$ cat config.mk
export PLATFORM = sky130hd
export DESIGN_NAME = wtld_front
export DESIGN_NICKNAME = d
export VERILOG_FILES = /design/src/rtl/wtld_pkg.sv /design/src/rtl/wtld_front.sv
export SDC_FILE = /design/constraint.sdc
export NUM_CORES = 1
export LEC_CHECK = 0
export ABC_AREA = 1
export BUFFER_PORTS_ARGS = -buffer_cell sky130_fd_sc_hd__buf_2
export CAP_MARGIN = 20
export CORE_ASPECT_RATIO = 1.2
export CORE_UTILIZATION = 35
export DETAILED_ROUTE_END_ITERATION = 7
export PLACE_DENSITY = 0.58
export REMOVE_ABC_BUFFERS = 1
export SLEW_MARGIN = 10
export SYNTH_ARGS = -nofsm -noshare
export SYNTH_HDL_FRONTEND = slang
export SYNTH_SLANG_ARGS = --single-unit
$ cat constraint.sdc
create_clock -name clk -period 8.38 [get_ports clk]
set_input_delay 0.838 -clock clk [delete_from_list [all_inputs] [get_ports clk]]
set_output_delay 0.838 -clock clk [all_outputs]
set_load 0.02 [all_outputs]
$ cat src/rtl/wtld_pkg.sv
`default_nettype none
package wtld_pkg;

  // Operation codes on the input channel
  localparam logic [1:0] OP_START = 2'd0;
  localparam logic [1:0] OP_ADD   = 2'd1;
  localparam logic [1:0] OP_QUERY = 2'd2;

  // Result status codes
  localparam logic [1:0] ST_OK         = 2'd0;
  localparam logic [1:0] ST_NO_PARENT  = 2'd1;
  localparam logic [1:0] ST_NO_NODE    = 2'd2;
  localparam logic [1:0] ST_TABLE_FULL = 2'd3;

  localparam int DIST_W = 48;
  localparam int OUT_W  = 49;

  typedef struct packed {
    logic [1:0]  operation;
    logic [15:0] node_a;
    logic [15:0] node_b;
    logic [31:0] weight;
  } in_item_t;

  typedef struct packed {
    logic [OUT_W-1:0] distance;
    logic [1:0]       status;
  } out_item_t;

  // Command class decided by the front end
  typedef enum logic [1:0] {
    CMD_START,
    CMD_ADD,
    CMD_QUERY,
    CMD_NOP
  } cmd_t;

  typedef struct packed {
    cmd_t        cmd;
    logic [15:0] node_a;
    logic [15:0] node_b;
    logic [31:0] weight;
  } cmd_item_t;

endpackage
`default_nettype wire

$ cat src/rtl/wtld_front.sv
`default_nettype none
module wtld_front import wtld_pkg::*; (
  input  wire logic      clk,
  input  wire logic      rst_n,
  input  wire logic      in_valid,
  output logic           in_ready,
  input  wire in_item_t  in_data,
  output logic           cmd_valid,
  input  wire logic      cmd_pop,
  output cmd_item_t      cmd_head
);

  cmd_item_t  q_mem_r [2];
  logic       wr_ptr_r, rd_ptr_r;
  logic [1:0] cnt_r;
  logic       push;
  cmd_item_t  cls;

  // Classify the opcode
  always_comb begin
    unique case (in_data.operation)
      OP_START: cls.cmd = CMD_START;
      OP_ADD:   cls.cmd = CMD_ADD;
      OP_QUERY: cls.cmd = CMD_QUERY;
      default:  cls.cmd = CMD_NOP;
    endcase
    cls.node_a = in_data.node_a;
    cls.node_b = in_data.node_b;
    cls.weight = in_data.weight;
  end

  assign in_ready  = (cnt_r != 2'd2);
  assign push      = in_valid && in_ready;
  assign cmd_valid = (cnt_r != 2'd0);
  assign cmd_head  = q_mem_r[rd_ptr_r];

  // Two-entry queue toward the back end
  always_ff @(posedge clk) begin
    if (push) begin
      q_mem_r[wr_ptr_r] <= cls;
    end
    if (!rst_n) begin
      wr_ptr_r <= 1'b0;
      rd_ptr_r <= 1'b0;
      cnt_r    <= 2'd0;
    end else begin
      if (push) wr_ptr_r <= ~wr_ptr_r;
      if (cmd_pop) rd_ptr_r <= ~rd_ptr_r;
      cnt_r <= cnt_r + 2'(push) - 2'(cmd_pop);
    end
  end

endmodule
`default_nettype wire

; ---- Word level (Yosys, flattened, before mapping)
; Memories as Yosys holds them, arrays and structs flattened. A register that Yosys moved wholly into a read port is not among the register bits.
; Index checks and enable logic that the tools add are counted.
[word_totals]
out_inout_bits = 68
mem_bits_rw = 132
reg_bits = 4
in_bits = 70
n_memories = 1
word_cells = 19
[classes]
n_mux = 5
bitwise_logic = 2
add_sub_neg = 2
n_eq_ne = 3
reduce_logical = 3
[memory_table]
columns = name, words, word_bits, rd, rd_ports_with_merged_regs, write_ports, line_no
row1 = q_mem_r, 2, 66, 1, 1, 1, wtld_front.sv:13  ; cmd_item_t q_mem_r [2];
[ops]
columns = operator, count
row1 = $pmux W2 S3, 1
row2 = $mux W1, 4
row3 = $add A2 B1 Y2, 1
row4 = $eq A2 B1 Y1 const B, 1
row5 = $eq A2 B2 Y1 const B, 1
row6 = $logic_not A2 Y1, 1
row7 = $ne A2 B2 Y1 const B, 1
row8 = $not A1 Y1, 2
row9 = $reduce_bool A2 Y1, 1
row10 = $sub A2 B1 Y2, 1
row11 = $logic_and A1 B1 Y1, 1

; ---- Longest topological paths before layout
[depth]
depth_word = 4
ltp_mapped = 11
depth_no_buf = 11

; ---- Least setup slack after synthesis
; OpenSTA, ideal clock, no wires.
[synth_path]
kind = input -> register
start = in in_valid
end = mem q_mem_r[1][0] (netlist bit), enable pin
setup_ns = 0.492
required_ns = 7.888
t_arrival_ns = 3.764
n_path_buf = 0
setup_slack_ns = 4.123
stages = 2
path_cell_list = nand2_1 > nor2_1
[synth_between]
elab_chain_cells = 3
[synth_lines]
columns = element, line_no
row1 = start: declaration, wtld_front.sv:5  ; input wire logic in_valid,
row2 = $logic_and A1 B1 Y1, wtld_front.sv:33  ; assign push = in_valid && in_ready;
row3 = $mux W1, wtld_front.sv:39  ; if (push) begin
row4 = $mux W1 (implied by the code), wtld_front.sv:40  ; q_mem_r[wr_ptr_r] <= cls;
row5 = end: declaration, wtld_front.sv:13
; Every way passes these cells.

==> run summary <==
The peak supply drop is 0.131 mV. The gate count after technology mapping came out at 239. Of the total power, the share spent switching nets is 24.2%.

The first global-routing pass estimated 13100 um of wire. The tools report the die outline area as 0.0152 mm2. After global routing the overflow that remains totals 0. From synthesis to final layout, the design area changed by 26.9%. The floorplan has 48 rows. The total of fill cells in the finished design was 1299. The flow ran to the end, and the final reports show no timing, DRC or antenna violations.

The cell chosen for the clock root is sky130_fd_sc_hd__clkbuf_16. The total vias in the final route was 2596; the data arrival time of the critical path was 1.97 ns. The tool flagged a number of max-cap violations equal to 0. The top-level I/O count came out at 138. The latest clock arrival within the worst-skew pair was 0.40 ns; the net count of the finished layout was 460.

Summing all flip-flop and latch instances after layout gives 0.00407 mm2. The logs give 11.8% for the total routing usage reported by global routing and 17 for the total clock buffers created by CTS. Sequential cells burn 49.3% of the power. The worst setup path is launched from a flip-flop. The number of hold buffers added after CTS was 0. STA classifies the critical path endpoint as a primary output.

Input and output buffers added on the ports amount to 137. Setup slack of the worst register-to-register path: 5.92 ns. For this run, the detailed router's first-pass iteration total came to 4. Once the clock tree was built, the setup fixing pass inserted 0 buffers. At the pin with the least slew margin, the transition time is 1.01 ns. Setup repair after global routing left no endpoint under its margin. In this run, synthesis inferred 132 flip-flops with an integrated enable. The source of the worst hold timing path was rd_ptr_r. The leakage power was 2.55 nW. Among all flip-flop cells after synthesis, the most frequent one is sky130_fd_sc_hd__edfxtp_1. The maximum fanout count along the critical path works out to 36. The clock tree synthesis step divided the H-tree into 4 levels. The run gives 15 as the distinct cell type count of the synthesized netlist.

The register bit total from synthesis came out at 137. For this block, the routed nets add up to 8520 um of wire. For the total number of clock tree sinks, the log shows 137.

Worst setup skew after layout: 0.00342 ns. The number of nets with antenna violations after detailed routing is 0. For this run, the top clock speed supported by timing is 357 MHz. Counting flops with an async set or reset pin after synthesis yields a share of 0%. The summed negative setup slack over all endpoints is 0 ns, and the final critical delay including setup and external delays is 2.80 ns.

The multi-input combinational cells in the finished layout cover a total of 0.00101 mm2. The tools report the largest buffer count on any clock path as 2. Final hold analysis gives a worst-case slack of 0.511 ns.

At the end of routability-driven placement, the weighted congestion stood at 0.684. For the number of global-route vias before repair, the log shows 2646. In this run the critical register-to-register path is launched from cnt_r[0]. After synthesis, flip-flops and latches occupy 78.8% of the total area.

The detailed router finished its first iteration with 105 violations. For the core region area, the log shows 0.0144 mm2. Once the floorplan was initialized, standard cells occupied 35.8% of the core. Kind of critical path: reg -> out.

The average instance area after synthesis was 21.6 um2; the power per cell area was 260 mW/mm2. For the internal cell power, the log shows 1.29 mW. The run gives 0 as the number of pins exceeding their max-slew limit in the final report.

The worst register-to-register path has a depth of 5. The initial antenna violation count is 3, and the maximum number of pins on one net before global-route repair is 67. The tightest slew margin relative to the limit was 32.2%. In this run the power spent charging and discharging nets is 412 uW. The final critical path takes up 33.5% of the cycle. In this run, the combinational gates consume 14.4% of the power. The tools report the share of power burned in the clock network as 36.3%. The share of layout cells above drive strength 1 was 59.1%; the number of remaining DRC errors was 0. After synthesis, the most frequently instantiated cells are sky130_fd_sc_hd__edfxtp_1 (132), sky130_fd_sc_hd__mux2_4 (40), sky130_fd_sc_hd__mux2_2 (26). During synthesis, Yosys emitted a total of 0 warnings. The largest area contributor in the netlist is sky130_fd_sc_hd__edfxtp_1. The worst hold path belongs to the class reg -> reg.

Using the TritonRoute via totals, the vias-per-cell ratio works out to 4.51. At the worst endpoint, the required time is 7.54 ns. Setup violations remaining at the end of the flow were counted as 0. The share of the synthesized area in the top cell type works out to 76.9%. Sorting the synthesized cells by area gives the leading types as sky130_fd_sc_hd__edfxtp_1 (77%), sky130_fd_sc_hd__mux2_4 (12%), sky130_fd_sc_hd__mux2_2 (5.7%), sky130_fd_sc_hd__dfxtp_1 (1.9%), sky130_fd_sc_hd__buf_6 (1.1%). Yosys instantiated no cell more often than sky130_fd_sc_hd__edfxtp_1. Clock-pin slew was measured on the worst setup and hold paths at 0.05 ns. The die is 135 um tall.

Measured along the x axis, the die boundary spans 113 um. Gates resized during post-CTS repair numbered 0. The synthesized netlist occupies a cell area of 0.00516 mm2. TritonCTS built the clock tree. The half-perimeter wire length of the detailed placement result came out at 5430 um. Counting instances, the worst hold path has a depth of 2. The detailed-route wire length per cell is 14.8 um, and the final number of hold-violating endpoints is 0. The endpoint identified for the worst register-to-register timing path is q_mem_r[1][39].
==> sequential cells by signal, summed over array words and instances (netlist names), named ones only <==
register / cells
cnt_r: 2
q_mem_r: 132
rd_ptr_r: 1
wr_ptr_r: 1
==> stage by stage <==
| step | cell area [um2] | utilization, % | setup WS [ns] | power (mW) | cells |
|---|---|---|---|---|---|
| 2_1_floorplan | 5080 | - | 4.12 | 1.02 | 230 |
| 3_3_place_gp | 6020 | 41.8 | 5.46 | 1.10 | 544 |
| 3_5_place_dp | 6020 | 41.8 | 5.42 | 1.10 | 544 |
| 4_1_cts | 6510 | 45.2 | 5.32 | 1.73 | 573 |
| 5_1_grt | 6540 | 45.4 | 5.46 | 1.77 | 574 |
| 6_report | 6540 | 45.4 | 5.58 | 1.70 | 576 |
==> final cells by class <==
class	instances	area share (%)
antenna	2	0.0765
clock buffer	18	6.56
clock inverter	11	0.937
inverter	7	0.402
multi-input combinational	86	15.4
sequential	137	62.2
tap	175	3.35
timing repair buffer	140	11.1
==> cells by family after synthesis <==
kind of cell	Yosys count	share of synthesized area (%)
buffers and inverters	16	1.94
adders and majority gates	1	0.243
AOI/OAI and AO/OA	2	0.194
DFF	137	78.8
and+or+nand+nor	15	1.14
xor gates and xnor gates	2	0.340
muxes	66	17.3
==> layout by cell type, fill, tap and decap left out, types with 3 or more instances in the layout <==
master                         n
sky130_fd_sc_hd__buf_2       137
sky130_fd_sc_hd__edfxtp_1    132
sky130_fd_sc_hd__mux2_4       40
sky130_fd_sc_hd__mux2_2       26
sky130_fd_sc_hd__clkbuf_16    17
sky130_fd_sc_hd__nand2_1       9
sky130_fd_sc_hd__inv_1         7
sky130_fd_sc_hd__clkinv_2      7
sky130_fd_sc_hd__dfxtp_1       4
sky130_fd_sc_hd__clkinvlp_4    3
==> worst max-delay path, cell delays in order, from the launching register on <==
cell                      delay, ns
sky130_fd_sc_hd__dfxtp_4       0.68
sky130_fd_sc_hd__buf_16        0.31
sky130_fd_sc_hd__mux2_2        0.38
sky130_fd_sc_hd__buf_2         0.16
==> power by group through the flow <==
stage,clock [mW],sequential (mW),combinational [mW]
CTS,0.639,0.849,0.239
detailed placement,0,0.863,0.239
finish,0.618,0.839,0.245
global route,0.663,0.844,0.263
floorplan,0,0.859,0.162
global placement,0,0.860,0.237
==> worst max path at each step <==
stage | start | endpoint | slack, ns | cells past startpoint
CTS | flip-flop | cmd_head[17] | 5.32 | 2
floorplan | in_valid | q_mem_r[1][0] | 4.12 | 2
finish | flip-flop | cmd_head[16] | 5.58 | 3
global route | flip-flop | cmd_head[17] | 5.46 | 3
detailed placement | in_valid | q_mem_r[0][36] | 5.42 | 4
global placement | in_valid | q_mem_r[0][58] | 5.46 | 4
==> layer usage <==
metal / track usage [%] / up-vias / wire (um)
li1: - / 1229 / -
met1: 12.3 / 1260 / 3420
met2: 19.9 / 94 / 4350
met3: 5.70 / 11 / 609
met4: 5.78 / 2 / 124
met5: 0 / - / 14
(Power assumes the default switching activity.)
